--- config.mk ---
export PLATFORM = sky130hd
export DESIGN_NAME = lagrange_interpolation_eval_unit_flat
export DESIGN_NICKNAME = d
export VERILOG_FILES = /design/src/design/lie_pkg.sv /design/src/design/lie_in_if.sv /design/src/design/lie_out_if.sv /design/src/design/lie_cfg_if.sv /design/src/design/lie_alu.sv /design/src/design/lagrange_interpolation_eval_unit.sv /design/src/flat_wrapper.sv
export SDC_FILE = /design/constraint.sdc
export NUM_CORES = 2
export LEC_CHECK = 0
export BUFFER_PORTS_ARGS = -buffer_cell sky130_fd_sc_hd__buf_2
export CAP_MARGIN = 20
export CORE_AREA = 2 2 357 359
export DETAILED_ROUTE_END_ITERATION = 10
export DIE_AREA = 0 0 359 361
export GPL_TIMING_DRIVEN = 0
export PLACE_DENSITY = 0.75
export SLEW_MARGIN = 20
export SYNTH_ARGS = -nofsm -noshare
export SYNTH_HDL_FRONTEND = slang
export SYNTH_HIERARCHICAL = 1
export SYNTH_SLANG_ARGS = --single-unit
--- constraint.sdc ---
create_clock -name i_clk -period 13.35 [get_ports i_clk]
set_clock_uncertainty 0.15 [all_clocks]
set_input_delay 0 -clock i_clk [delete_from_list [all_inputs] [get_ports i_clk]]
set_output_delay 0 -clock i_clk [all_outputs]
set_load 0.005 [all_outputs]
--- src/design/lie_pkg.sv ---
// shared types, codes and the saturating clamp for the lagrange evaluator
`default_nettype none
package lie_pkg;

    localparam int WORD_W = 32;
    localparam int DIFF_W = 33;
    localparam int PROD_W = 66;
    localparam int CFG_W  = 5;
    localparam int IDX_W  = 4;

    localparam logic CMD_LOAD = 1'b0;
    localparam logic CMD_EVAL = 1'b1;

    localparam logic [1:0] STAT_OK  = 2'd0;
    localparam logic [1:0] STAT_DUP = 2'd1;
    localparam logic [1:0] STAT_SAT = 2'd2;

    typedef enum logic [3:0] {
        ST_IDLE,
        ST_DUP_I,
        ST_DUP_J,
        ST_DUP_C,
        ST_EV_I,
        ST_EV_IW,
        ST_EV_J,
        ST_EV_JW,
        ST_EV_MUL,
        ST_EV_DIV,
        ST_EV_Y,
        ST_EV_YW,
        ST_EV_TERM,
        ST_OUT
    } t_state;

    typedef enum logic {
        OP_MUL,
        OP_DIV
    } t_alu_op;

    typedef struct packed {
        logic    start;
        t_alu_op op;
    } t_alu_req;

    typedef struct packed {
        logic done;
        logic sat;
    } t_alu_rsp;

    typedef struct packed {
        logic              sat;
        logic [WORD_W-1:0] value;
    } t_clamp;

    // signed result from sign and magnitude, saturated to 32 bits
    function automatic t_clamp clamp_mag(input logic neg, input logic [PROD_W-1:0] mag);
        t_clamp r;
        logic [PROD_W-1:0] negm;
        r = '0;
        negm = '0 - mag;
        if (neg) begin
            if (mag > PROD_W'(64'h8000_0000)) begin
                r.sat = 1'b1;
                r.value = 32'h8000_0000;
            end else begin
                r.value = negm[WORD_W-1:0];
            end
        end else begin
            if (mag > PROD_W'(64'h7fff_ffff)) begin
                r.sat = 1'b1;
                r.value = 32'h7fff_ffff;
            end else begin
                r.value = mag[WORD_W-1:0];
            end
        end
        return r;
    endfunction

endpackage
`default_nettype wire

--- src/design/lie_in_if.sv ---
// input item channel
`default_nettype none
interface lie_in_if;
    logic                             valid;
    logic                             ready;
    logic                             cmd;
    logic [lie_pkg::IDX_W-1:0]        point_index;
    logic signed [lie_pkg::WORD_W-1:0] x_value;
    logic signed [lie_pkg::WORD_W-1:0] y_value;
    modport source(output valid, cmd, point_index, x_value, y_value, input ready);
    modport sink(input valid, cmd, point_index, x_value, y_value, output ready);
endinterface
`default_nettype wire

--- src/design/lie_out_if.sv ---
// result channel
`default_nettype none
interface lie_out_if;
    logic                             valid;
    logic                             ready;
    logic signed [lie_pkg::WORD_W-1:0] interp_value;
    logic [1:0]                       status;
    modport source(output valid, interp_value, status, input ready);
    modport sink(input valid, interp_value, status, output ready);
endinterface
`default_nettype wire

--- src/design/lie_cfg_if.sv ---
// configuration write channel
`default_nettype none
interface lie_cfg_if;
    logic                     valid;
    logic                     ready;
    logic [lie_pkg::CFG_W-1:0] data;
    modport source(output valid, data, input ready);
    modport sink(input valid, data, output ready);
endinterface
`default_nettype wire

--- src/design/lie_alu.sv ---
// shared bit-serial multiply / divide unit with saturation
`default_nettype none
module lie_alu #(
    parameter int FRAC_BITS = 16
) (
    input  wire logic                              i_clk,
    input  wire logic                              i_rst_n,
    input  wire lie_pkg::t_alu_req                 i_req,
    input  wire logic signed [lie_pkg::DIFF_W-1:0] i_a,
    input  wire logic signed [lie_pkg::DIFF_W-1:0] i_b,
    output lie_pkg::t_alu_rsp                      o_rsp,
    output logic [lie_pkg::WORD_W-1:0]             o_result
);
    localparam int DW        = lie_pkg::DIFF_W;
    localparam int PW        = lie_pkg::PROD_W;
    localparam int MUL_STEPS = DW;
    localparam int DIV_STEPS = DW + FRAC_BITS;
    localparam int CNT_W     = $clog2(DIV_STEPS + 1);

    logic              r_busy;
    logic [CNT_W-1:0]  r_cnt;
    lie_pkg::t_alu_op  r_op;
    logic              r_neg;
    logic [DW-1:0]     r_ma;
    logic [DW-1:0]     r_mb;
    logic [PW-1:0]     r_acc;
    logic [DW-1:0]     r_rem;
    logic [DIV_STEPS-1:0] r_q;
    logic [DIV_STEPS-1:0] r_num;
    logic              r_done;
    logic              r_sat;
    logic [lie_pkg::WORD_W-1:0] r_res;

    logic [DW-1:0]     ma;
    logic [DW-1:0]     mb;
    logic [DW:0]       rem_sh;
    logic              ge;
    logic [DW:0]       rem_sub;
    logic [PW-1:0]     fin_mag;
    lie_pkg::t_clamp   fin;

    always_comb begin
        ma = i_a[DW-1] ? DW'(-i_a) : DW'(i_a);
        mb = i_b[DW-1] ? DW'(-i_b) : DW'(i_b);
        rem_sh = {r_rem, r_num[DIV_STEPS-1]};
        ge = rem_sh >= {1'b0, r_mb};
        rem_sub = rem_sh - {1'b0, r_mb};
        if (r_op == lie_pkg::OP_MUL) begin
            fin_mag = r_acc >> FRAC_BITS;
        end else begin
            fin_mag = PW'(r_q);
        end
        fin = lie_pkg::clamp_mag(r_neg, fin_mag);
    end

    always_ff @(posedge i_clk) begin
        if (!i_rst_n) begin
            r_busy <= 1'b0;
            r_cnt  <= '0;
            r_done <= 1'b0;
        end else begin
            r_done <= 1'b0;
            if (i_req.start) begin
                r_busy <= 1'b1;
                r_cnt  <= (i_req.op == lie_pkg::OP_MUL) ? CNT_W'(MUL_STEPS)
                                                        : CNT_W'(DIV_STEPS);
            end else if (r_busy) begin
                if (r_cnt == '0) begin
                    r_busy <= 1'b0;
                    r_done <= 1'b1;
                end else begin
                    r_cnt <= r_cnt - CNT_W'(1);
                end
            end
        end
    end

    always_ff @(posedge i_clk) begin
        if (i_req.start) begin
            r_op  <= i_req.op;
            r_neg <= i_a[DW-1] ^ i_b[DW-1];
            r_ma  <= ma;
            r_mb  <= mb;
            r_acc <= '0;
            r_rem <= '0;
            r_q   <= '0;
            r_num <= {ma, FRAC_BITS'(0)};
        end else if (r_busy && r_cnt != '0) begin
            if (r_op == lie_pkg::OP_MUL) begin
                // msb-first shift and add
                r_acc <= {r_acc[PW-2:0], 1'b0} + (r_mb[DW-1] ? PW'(r_ma) : PW'(0));
                r_mb  <= {r_mb[DW-2:0], 1'b0};
            end else begin
                // restoring division, one quotient bit per cycle
                r_rem <= ge ? rem_sub[DW-1:0] : rem_sh[DW-1:0];
                r_q   <= {r_q[DIV_STEPS-2:0], ge};
                r_num <= {r_num[DIV_STEPS-2:0], 1'b0};
            end
        end else if (r_busy) begin
            r_res <= fin.value;
            r_sat <= fin.sat;
        end
    end

    assign o_rsp.done = r_done;
    assign o_rsp.sat  = r_sat;
    assign o_result   = r_res;

endmodule
`default_nettype wire

--- src/design/lagrange_interpolation_eval_unit.sv ---
// lagrange interpolation evaluator: point store, sequencer and result register
// load beat: stores one point, no result; evaluate beat with n points: a duplicate
// check over every pair of abscissae (skipped for one point), then per point i a basis
// product and quotient for each other point and a product with y, all run on the shared
// bit-serial mul/div unit; one item at a time, ready only when idle
// reset clears control, the point count (to 1) and the result valid; stores are not cleared
`default_nettype none
module lagrange_interpolation_eval_unit #(
    parameter int MAX_POINTS = 16,
    parameter int FRAC_BITS  = 16
) (
    input  wire logic  i_clk,
    input  wire logic  i_rst_n,
    lie_in_if.sink     i_in,
    lie_out_if.source  o_out,
    lie_cfg_if.sink    i_cfg
);
    localparam int IW = $clog2(MAX_POINTS);
    localparam int CW = $clog2(MAX_POINTS + 1);
    localparam int WW = lie_pkg::WORD_W;
    localparam int DW = lie_pkg::DIFF_W;
    localparam int PW = lie_pkg::PROD_W;
    typedef logic [PW-1:0] t_prod;

    lie_pkg::t_state r_state, n_state;
    logic [CW-1:0]   r_i, n_i, r_j, n_j, r_n, n_n;
    logic [WW-1:0]   r_xq, n_xq, r_xi, n_xi, r_xj, n_xj, r_basis, n_basis;
    logic signed [WW-1:0] r_acc, n_acc;
    logic            r_sat, n_sat;
    logic [1:0]      r_status, n_status;
    logic [lie_pkg::CFG_W-1:0] r_num_points;
    logic            r_out_valid, n_out_valid;
    logic [WW-1:0]   r_out_value, n_out_value;
    logic [1:0]      r_out_status, n_out_status;

    logic [WW-1:0]   x_mem [MAX_POINTS];
    logic [WW-1:0]   y_mem [MAX_POINTS];
    logic [WW-1:0]   r_x_rd, r_y_rd;
    logic [IW-1:0]   rd_addr;

    lie_pkg::t_alu_req     alu_req;
    lie_pkg::t_alu_rsp     alu_rsp;
    logic signed [DW-1:0]  alu_a, alu_b;
    logic [WW-1:0]         alu_res;

    logic            in_acc;
    logic [CW-1:0]   n_eff;
    logic [CW:0]     j_inc, i_inc, i_inc2;
    logic signed [WW:0] sum;
    lie_pkg::t_clamp sum_c;
    logic            sat_now;

    assign in_acc = i_in.valid && i_in.ready;

    always_comb begin
        if (r_num_points == '0) begin
            n_eff = CW'(1);
        end else if (32'(r_num_points) > 32'(MAX_POINTS)) begin
            n_eff = CW'(MAX_POINTS);
        end else begin
            n_eff = CW'(r_num_points);
        end
    end

    lie_alu #(.FRAC_BITS(FRAC_BITS)) u_alu (
        .i_clk   (i_clk),
        .i_rst_n (i_rst_n),
        .i_req   (alu_req),
        .i_a     (alu_a),
        .i_b     (alu_b),
        .o_rsp   (alu_rsp),
        .o_result(alu_res)
    );

    // point store, one write and one registered read
    always_ff @(posedge i_clk) begin
        if (in_acc && i_in.cmd == lie_pkg::CMD_LOAD
                && 32'(i_in.point_index) < 32'(MAX_POINTS)) begin
            x_mem[IW'(i_in.point_index)] <= i_in.x_value;
            y_mem[IW'(i_in.point_index)] <= i_in.y_value;
        end
        r_x_rd <= x_mem[rd_addr];
        r_y_rd <= y_mem[rd_addr];
    end

    always_comb begin
        n_state      = r_state;
        n_i          = r_i;
        n_j          = r_j;
        n_n          = r_n;
        n_xq         = r_xq;
        n_xi         = r_xi;
        n_xj         = r_xj;
        n_basis      = r_basis;
        n_acc        = r_acc;
        n_sat        = r_sat;
        n_status     = r_status;
        n_out_valid  = r_out_valid && !o_out.ready;
        n_out_value  = r_out_value;
        n_out_status = r_out_status;
        rd_addr      = r_i[IW-1:0];
        alu_req      = '{start: 1'b0, op: lie_pkg::OP_MUL};
        alu_a        = '0;
        alu_b        = '0;
        j_inc        = (CW+1)'(r_j) + (CW+1)'(1);
        i_inc        = (CW+1)'(r_i) + (CW+1)'(1);
        i_inc2       = (CW+1)'(r_i) + (CW+1)'(2);
        sat_now      = r_sat | alu_rsp.sat;
        sum          = (WW+1)'(r_acc) + (WW+1)'($signed(alu_res));
        sum_c        = lie_pkg::clamp_mag(sum[WW], sum[WW] ? t_prod'(-sum) : t_prod'(sum));

        case (r_state)
            lie_pkg::ST_IDLE: begin
                if (in_acc && i_in.cmd == lie_pkg::CMD_EVAL) begin
                    n_n   = n_eff;
                    n_xq  = i_in.x_value;
                    n_i   = '0;
                    n_acc = '0;
                    n_sat = 1'b0;
                    n_state = (n_eff == CW'(1)) ? lie_pkg::ST_EV_I : lie_pkg::ST_DUP_I;
                end
            end
            lie_pkg::ST_DUP_I: begin
                rd_addr = r_i[IW-1:0];
                n_j = CW'(i_inc);
                n_state = lie_pkg::ST_DUP_J;
            end
            lie_pkg::ST_DUP_J: begin
                n_xi = r_x_rd;
                rd_addr = r_j[IW-1:0];
                n_state = lie_pkg::ST_DUP_C;
            end
            lie_pkg::ST_DUP_C: begin
                // next address goes out while this pair compares
                rd_addr = j_inc[IW-1:0];
                if (r_x_rd == r_xi) begin
                    n_acc = '0;
                    n_status = lie_pkg::STAT_DUP;
                    n_state = lie_pkg::ST_OUT;
                end else if (j_inc == (CW+1)'(r_n)) begin
                    if (i_inc2 == (CW+1)'(r_n)) begin
                        n_i = '0;
                        n_state = lie_pkg::ST_EV_I;
                    end else begin
                        n_i = CW'(i_inc);
                        n_state = lie_pkg::ST_DUP_I;
                    end
                end else begin
                    n_j = CW'(j_inc);
                end
            end
            lie_pkg::ST_EV_I: begin
                rd_addr = r_i[IW-1:0];
                n_state = lie_pkg::ST_EV_IW;
            end
            lie_pkg::ST_EV_IW: begin
                n_xi = r_x_rd;
                n_basis = WW'(1) << FRAC_BITS;
                n_j = '0;
                n_state = lie_pkg::ST_EV_J;
            end
            lie_pkg::ST_EV_J: begin
                rd_addr = r_j[IW-1:0];
                if (r_j == r_n) begin
                    n_state = lie_pkg::ST_EV_Y;
                end else if (r_j == r_i) begin
                    n_j = CW'(j_inc);
                end else begin
                    n_state = lie_pkg::ST_EV_JW;
                end
            end
            lie_pkg::ST_EV_JW: begin
                n_xj = r_x_rd;
                alu_req = '{start: 1'b1, op: lie_pkg::OP_MUL};
                alu_a = {r_basis[WW-1], r_basis};
                alu_b = $signed({r_xq[WW-1], r_xq}) - $signed({r_x_rd[WW-1], r_x_rd});
                n_state = lie_pkg::ST_EV_MUL;
            end
            lie_pkg::ST_EV_MUL: begin
                if (alu_rsp.done) begin
                    n_sat = sat_now;
                    alu_req = '{start: 1'b1, op: lie_pkg::OP_DIV};
                    alu_a = {alu_res[WW-1], alu_res};
                    alu_b = $signed({r_xi[WW-1], r_xi}) - $signed({r_xj[WW-1], r_xj});
                    n_state = lie_pkg::ST_EV_DIV;
                end
            end
            lie_pkg::ST_EV_DIV: begin
                if (alu_rsp.done) begin
                    n_sat = sat_now;
                    n_basis = alu_res;
                    n_j = CW'(j_inc);
                    n_state = lie_pkg::ST_EV_J;
                end
            end
            lie_pkg::ST_EV_Y: begin
                rd_addr = r_i[IW-1:0];
                n_state = lie_pkg::ST_EV_YW;
            end
            lie_pkg::ST_EV_YW: begin
                alu_req = '{start: 1'b1, op: lie_pkg::OP_MUL};
                alu_a = {r_basis[WW-1], r_basis};
                alu_b = {r_y_rd[WW-1], r_y_rd};
                n_state = lie_pkg::ST_EV_TERM;
            end
            lie_pkg::ST_EV_TERM: begin
                if (alu_rsp.done) begin
                    n_acc = $signed(sum_c.value);
                    n_sat = sat_now | sum_c.sat;
                    n_i = CW'(i_inc);
                    if (i_inc == (CW+1)'(r_n)) begin
                        n_status = (sat_now | sum_c.sat) ? lie_pkg::STAT_SAT
                                                         : lie_pkg::STAT_OK;
                        n_state = lie_pkg::ST_OUT;
                    end else begin
                        n_state = lie_pkg::ST_EV_I;
                    end
                end
            end
            lie_pkg::ST_OUT: begin
                if (!r_out_valid || o_out.ready) begin
                    n_out_valid  = 1'b1;
                    n_out_value  = r_acc;
                    n_out_status = r_status;
                    n_state      = lie_pkg::ST_IDLE;
                end
            end
            default: begin
                n_state = lie_pkg::ST_IDLE;
            end
        endcase
    end

    always_ff @(posedge i_clk) begin
        if (!i_rst_n) begin
            r_state      <= lie_pkg::ST_IDLE;
            r_out_valid  <= 1'b0;
            r_num_points <= lie_pkg::CFG_W'(1);
        end else begin
            r_state     <= n_state;
            r_out_valid <= n_out_valid;
            if (i_cfg.valid && i_cfg.ready) begin
                r_num_points <= i_cfg.data;
            end
        end
    end

    always_ff @(posedge i_clk) begin
        r_i          <= n_i;
        r_j          <= n_j;
        r_n          <= n_n;
        r_xq         <= n_xq;
        r_xi         <= n_xi;
        r_xj         <= n_xj;
        r_basis      <= n_basis;
        r_acc        <= n_acc;
        r_sat        <= n_sat;
        r_status     <= n_status;
        r_out_value  <= n_out_value;
        r_out_status <= n_out_status;
    end

    assign i_in.ready         = (r_state == lie_pkg::ST_IDLE);
    assign i_cfg.ready        = 1'b1;
    assign o_out.valid        = r_out_valid;
    assign o_out.interp_value = r_out_value;
    assign o_out.status       = r_out_status;

    a_eval_busy: assert property (@(posedge i_clk) disable iff (!i_rst_n)
        (in_acc && i_in.cmd == lie_pkg::CMD_EVAL) |=> !i_in.ready)
        else $error("ready after evaluate beat");

    a_out_src: assert property (@(posedge i_clk) disable iff (!i_rst_n)
        $rose(o_out.valid) |-> $past(r_state == lie_pkg::ST_OUT))
        else $error("result beat not from output state");

    a_dup_zero: assert property (@(posedge i_clk) disable iff (!i_rst_n)
        (o_out.valid && o_out.status == lie_pkg::STAT_DUP) |-> (o_out.interp_value == '0))
        else $error("duplicate abscissa result not zero");

    a_alu_start: assert property (@(posedge i_clk) disable iff (!i_rst_n)
        alu_req.start |=> !alu_rsp.done)
        else $error("alu done right after start");

endmodule
`default_nettype wire

--- src/flat_wrapper.sv ---
// flat-port wrapper written by rule: the top's interface ports become plain ports
module lagrange_interpolation_eval_unit_flat 
#(
    parameter int MAX_POINTS = 16,
    parameter int FRAC_BITS  = 16
)
  (i_clk, i_rst_n, i_in_valid, i_in_cmd, i_in_point_index, i_in_x_value, i_in_y_value, i_in_ready, o_out_valid, o_out_interp_value, o_out_status, o_out_ready, i_cfg_valid, i_cfg_data, i_cfg_ready);
  lie_in_if i_in_i ();
  lie_out_if o_out_i ();
  lie_cfg_if i_cfg_i ();
  input  wire logic i_clk;
  input  wire logic i_rst_n;
  input wire logic [$bits(i_in_i.valid)-1:0] i_in_valid;
  input wire logic [$bits(i_in_i.cmd)-1:0] i_in_cmd;
  input wire logic [$bits(i_in_i.point_index)-1:0] i_in_point_index;
  input wire logic [$bits(i_in_i.x_value)-1:0] i_in_x_value;
  input wire logic [$bits(i_in_i.y_value)-1:0] i_in_y_value;
  output wire logic [$bits(i_in_i.ready)-1:0] i_in_ready;
  output wire logic [$bits(o_out_i.valid)-1:0] o_out_valid;
  output wire logic [$bits(o_out_i.interp_value)-1:0] o_out_interp_value;
  output wire logic [$bits(o_out_i.status)-1:0] o_out_status;
  input wire logic [$bits(o_out_i.ready)-1:0] o_out_ready;
  input wire logic [$bits(i_cfg_i.valid)-1:0] i_cfg_valid;
  input wire logic [$bits(i_cfg_i.data)-1:0] i_cfg_data;
  output wire logic [$bits(i_cfg_i.ready)-1:0] i_cfg_ready;
  assign i_in_i.valid = i_in_valid;
  assign i_in_i.cmd = i_in_cmd;
  assign i_in_i.point_index = i_in_point_index;
  assign i_in_i.x_value = i_in_x_value;
  assign i_in_i.y_value = i_in_y_value;
  assign i_in_ready = i_in_i.ready;
  assign o_out_valid = o_out_i.valid;
  assign o_out_interp_value = o_out_i.interp_value;
  assign o_out_status = o_out_i.status;
  assign o_out_i.ready = o_out_ready;
  assign i_cfg_i.valid = i_cfg_valid;
  assign i_cfg_i.data = i_cfg_data;
  assign i_cfg_ready = i_cfg_i.ready;
  lagrange_interpolation_eval_unit #(.MAX_POINTS(MAX_POINTS), .FRAC_BITS(FRAC_BITS)) u_core (.i_clk(i_clk), .i_rst_n(i_rst_n), .i_in(i_in_i), .o_out(o_out_i), .i_cfg(i_cfg_i));
endmodule
==> impl_table.tex <==
\begin{tabular}{lr}
\hline
Metric & Value \\
\hline
\multicolumn{2}{l}{\textbf{Status}} \\
Status & complete, no violations \\
\multicolumn{2}{l}{\textbf{Cells and area}} \\
Nets & 6425 \\
Final design area excluding fillers & 86500 sq um \\
Share of cells above drive strength 1 & 13.9\% \\
Number of filler instances in the final layout & 8362 \\
Syn-to-layout area delta & 15.2\% \\
Final cell count without fillers & 7949 \\
\multicolumn{2}{l}{\textbf{STA}} \\
Max frequency & 0.107 GHz \\
Max Transition Viols Final & 0 \\
Hold Vio Cnt, Final & 0 \\
Slew margin rel. & 20.3\% \\
Transition at the pin with the smallest max-transition slack & 1180 ps \\
RSZ-0062 raised after global routing & false \\
Final TNS setup & 0 ps \\
Final setup fails & 0 \\
Worst hold margin & 26.3 ps \\
Final worst path period share & 70.1\% \\
Final critical-path required period & 9360 ps \\
\multicolumn{2}{l}{\textbf{Place}} \\
Number of port buffers & 113 \\
Dpl cell area & 79500 sq um \\
Total placed cells including tap cells & 7497 \\
Half-perimeter wire length of the detailed placement result & 148 mm \\
Placer Congestion & 0.982 \\
\multicolumn{2}{l}{\textbf{Global route}} \\
First-pass GRT wire length & 325 mm \\
Total global routing overflow & 0 \\
Vias in the first global route & 51200 \\
Maximum number of pins on one net before global-route repair & 34 \\
Total routing resource utilization after global routing & 33.5\% \\
Number of antenna violations at the first check in global routing & 18 \\
\multicolumn{2}{l}{\textbf{Clocking}} \\
Number of H-tree branching levels & 4 \\
Root Driver & clkbuf\_16 \\
Clock latency reported for the late side of the worst-skew pair & 830 ps \\
Post-CTS setup repair buffer count & 0 \\
Post-CTS clock slew at the launch and capture registers of the worst setup and hold paths & 60 ps \\
Sinks on the clock net & 1600 \\
Clock tree buffer depth & 3 \\
Total clock buffers created by CTS & 161 \\
TritonCTS clock tree & done \\
Number of instances resized during post-cts repair & 0 \\
\multicolumn{2}{l}{\textbf{Critical path}} \\
CP startpoint & u\_core/u\_alu/o\_result[0] \\
Critical path required time & 13790 ps \\
Category of the worst setup path launch point & flip-flop \\
Destination of the worst register-to-register timing path & u\_core/r\_acc[20] \\
Critical R2R Launch & u\_core/u\_alu/o\_result[0] \\
Largest incremental delay on the critical path & 600 ps \\
Crit Path Category & reg -> reg \\
Setup crit end & u\_core/r\_acc[20] \\
Biggest fanout along the worst timing path & 10 \\
Worst endpoint data arrival time & 9800 ps \\
Sort of element at the end of the critical path & flip-flop \\
Master of the slowest instance on the critical path & clkbuf\_1 \\
Worst reg2reg setup slack & 3990 ps \\
Number of cells traversed by the worst register-to-register path & 28 \\
\multicolumn{2}{l}{\textbf{Floorplanning}} \\
Placeable core region & 125000 sq um \\
Std-Cell Rows & 130 \\
Height of the die & 361 microns \\
Area enclosed by the die boundary & 130000 sq um \\
Die Span X & 359 microns \\
Initial core utilization & 59.9\% \\
Top-level port count & 116 \\
\multicolumn{2}{l}{\textbf{Run}} \\
Count of max-cap constraint violations & 0 \\
\multicolumn{2}{l}{\textbf{Synth}} \\
Synthesis Warnings & 6 \\
Cell count after synthesis & 5642 \\
Most used standard cells in the synthesized netlist & edfxtp\_1, nand2\_1, nor2\_1 \\
Cell with the most instances after synthesis & edfxtp\_1 \\
Average instance area after synthesis & 13.3 sq um \\
Post-synthesis cell type with the largest combined area & edfxtp\_1 \\
Yosys cell types & 123 \\
Share of Yosys cell area claimed by the top area cell type & 54.7\% \\
Syn Nets & 5898 \\
Synth top area cells & edfxtp\_1, mux4\_2, dfxtp\_1, ha\_1, xnor2\_1 \\
Portion of the post-synthesis area used by sequential elements & 60.9\% \\
Count of state elements after synthesis & 1600 \\
Number of synthesized flops with an enable pin & 1370 \\
Ys async rst share & 0\% \\
Most used DFF post-synth & edfxtp\_1 \\
Synthesized area & 75100 sq um \\
\multicolumn{2}{l}{\textbf{Drt}} \\
WL per Instance & 27.6 microns \\
DRC violation count after routing & 0 \\
Vias per inst & 6.60 \\
Total via count in the routed design & 52400 \\
Overall routed net length & 220 mm \\
Residual antenna-violating net count after detailed routing & 0 \\
First-pass DRT Iterations & 6 \\
1st-iter DRT viols & 5946 \\
\multicolumn{2}{l}{\textbf{Min path}} \\
Number of cells on the worst hold path & 2 \\
Path category of the worst min-delay check & in -> reg \\
\multicolumn{2}{l}{\textbf{Pwr}} \\
Peak supply drop & 0.000180 V \\
Power density over the cells & 208 nW/um\^{}2 \\
Leak & 30.3 nW \\
\hline
\end{tabular}
-- cells in the final DEF, fill, tap and decap left out, drive strengths merged, types with 30 or more instances in the layout --
master,instances
nand4,60
mux4,256
xor2,132
nand3,102
clkbuf,433
mux2i,57
a21o,80
dlygate4sd3,158
buf,278
o31ai,36
nor4,30
a31oi,96
o21a,31
inv,175
edfxtp,1370
a211oi,114
nand2b,38
and2,151
xnor2,192
a22oi,34
nor3,87
nor2b,36
and3,39
nand2,433
a21oi,272
a22o,100
dfxtp,230
ha,172
o21ai,284
nor2,350
clkinv,58
-- repair_timing --
item	CTS	global route
hold buffers	158	0
setup endpoints to repair	0	0
endpoints found under the hold margin	1447	0
-- state kept, by name, summed over array words and instances, names as in the netlist, 32 cells and up --
signal	count
u_core/o_out.interp_value	32
u_core/r_acc	32
u_core/r_basis	32
u_core/r_x_rd	32
u_core/r_xi	32
u_core/r_xj	32
u_core/r_xq	32
u_core/r_y_rd	32
u_core/u_alu/o_result	32
u_core/u_alu/r_acc	66
u_core/u_alu/r_ma	33
u_core/u_alu/r_mb	33
u_core/u_alu/r_num	33
u_core/u_alu/r_q	49
u_core/u_alu/r_rem	33
u_core/x_mem	512
u_core/y_mem	512
-- worst max-delay path, delay by kind of cell, from the launching register on --
family	cells	cell delay, ps
AND/OR/NAND/NOR	9	2140
AO/OA/AOI/OAI	7	1900
flip-flops	1	490
buffers and inverters	8	3200
multiplexers	1	250
adder cells (fa/ha/maj)	3	980
-- final cells by class --
class / count / area [sq um] / share of cell area [%]
buffer: 299 / 1200 / 1.38
tap: 1650 / 2060 / 2.39
multi-input combinational: 3573 / 27800 / 32.1
timing repair buffer: 364 / 3690 / 4.27
antenna: 2 / 5.00 / 0.00578
clock inverter: 85 / 1120 / 1.29
inverter: 170 / 638 / 0.737
sequential: 1600 / 45700 / 52.9
clock buffer: 206 / 4320 / 4.99
-- per-stage QoR --
step	util (%)	setup WS, ps	power, mW
6_report	69.0	3990	18.0
3_5_place_dp	63.4	4270	13.1
2_1_floorplan	-	6890	10.9
4_1_cts	69.0	4230	17.8
5_1_grt	69.0	3650	18.6
3_3_place_gp	62.0	1860	12.9
-- power by group --
part / switching (mW) / leakage [nW] / internal, mW
Sequential: 0.393 / 14.2 / 5.89
Combinational: 4.37 / 13.5 / 2.67
Clock: 2.02 / 2.62 / 2.62
Total: 6.79 / 30.3 / 11.2
-- metal layers --
| layer | global-route usage, % | up-vias | share of wire (%) |
|---|---|---|---|
| met5 | 0.518 | - | 0.10 |
| met4 | 17.0 | 20 | 5.5 |
| met3 | 6.08 | 611 | 9.1 |
| met2 | 56.1 | 3132 | 49 |
| met1 | 42.2 | 25900 | 36 |
| li1 | - | 22800 | - |
-- cells by family (layout without fill, tap and decap cells) --
group / after synthesis / count (layout) / synth area share [%]
muxes: 339 / 339 / 8.83
xor gates and xnor gates: 324 / 324 / 3.82
and+or+nand+nor: 1443 / 1443 / 9.44
other: 1 / 3 / 0.00499
adders and majority gates: 177 / 177 / 3.00
buffers and inverters: 469 / 1124 / 2.42
DFF: 1600 / 1600 / 60.9
AOI/OAI and AO/OA: 1289 / 1289 / 11.6
-- worst min-delay path by stage --
stage                              to       startpoint
2_1_floorplan  u_core/r_num_points[0]          i_rst_n
3_3_place_gp   u_core/r_num_points[0]    i_cfg_data[0]
3_5_place_dp   u_core/r_num_points[0]    i_cfg_data[0]
4_1_cts           u_core/x_mem[14][7]  i_in_x_value[7]
5_1_grt           u_core/x_mem[11][0]  i_in_x_value[0]
6_report          u_core/x_mem[10][0]  i_in_x_value[0]
Power figures use the tool's default switching activity.
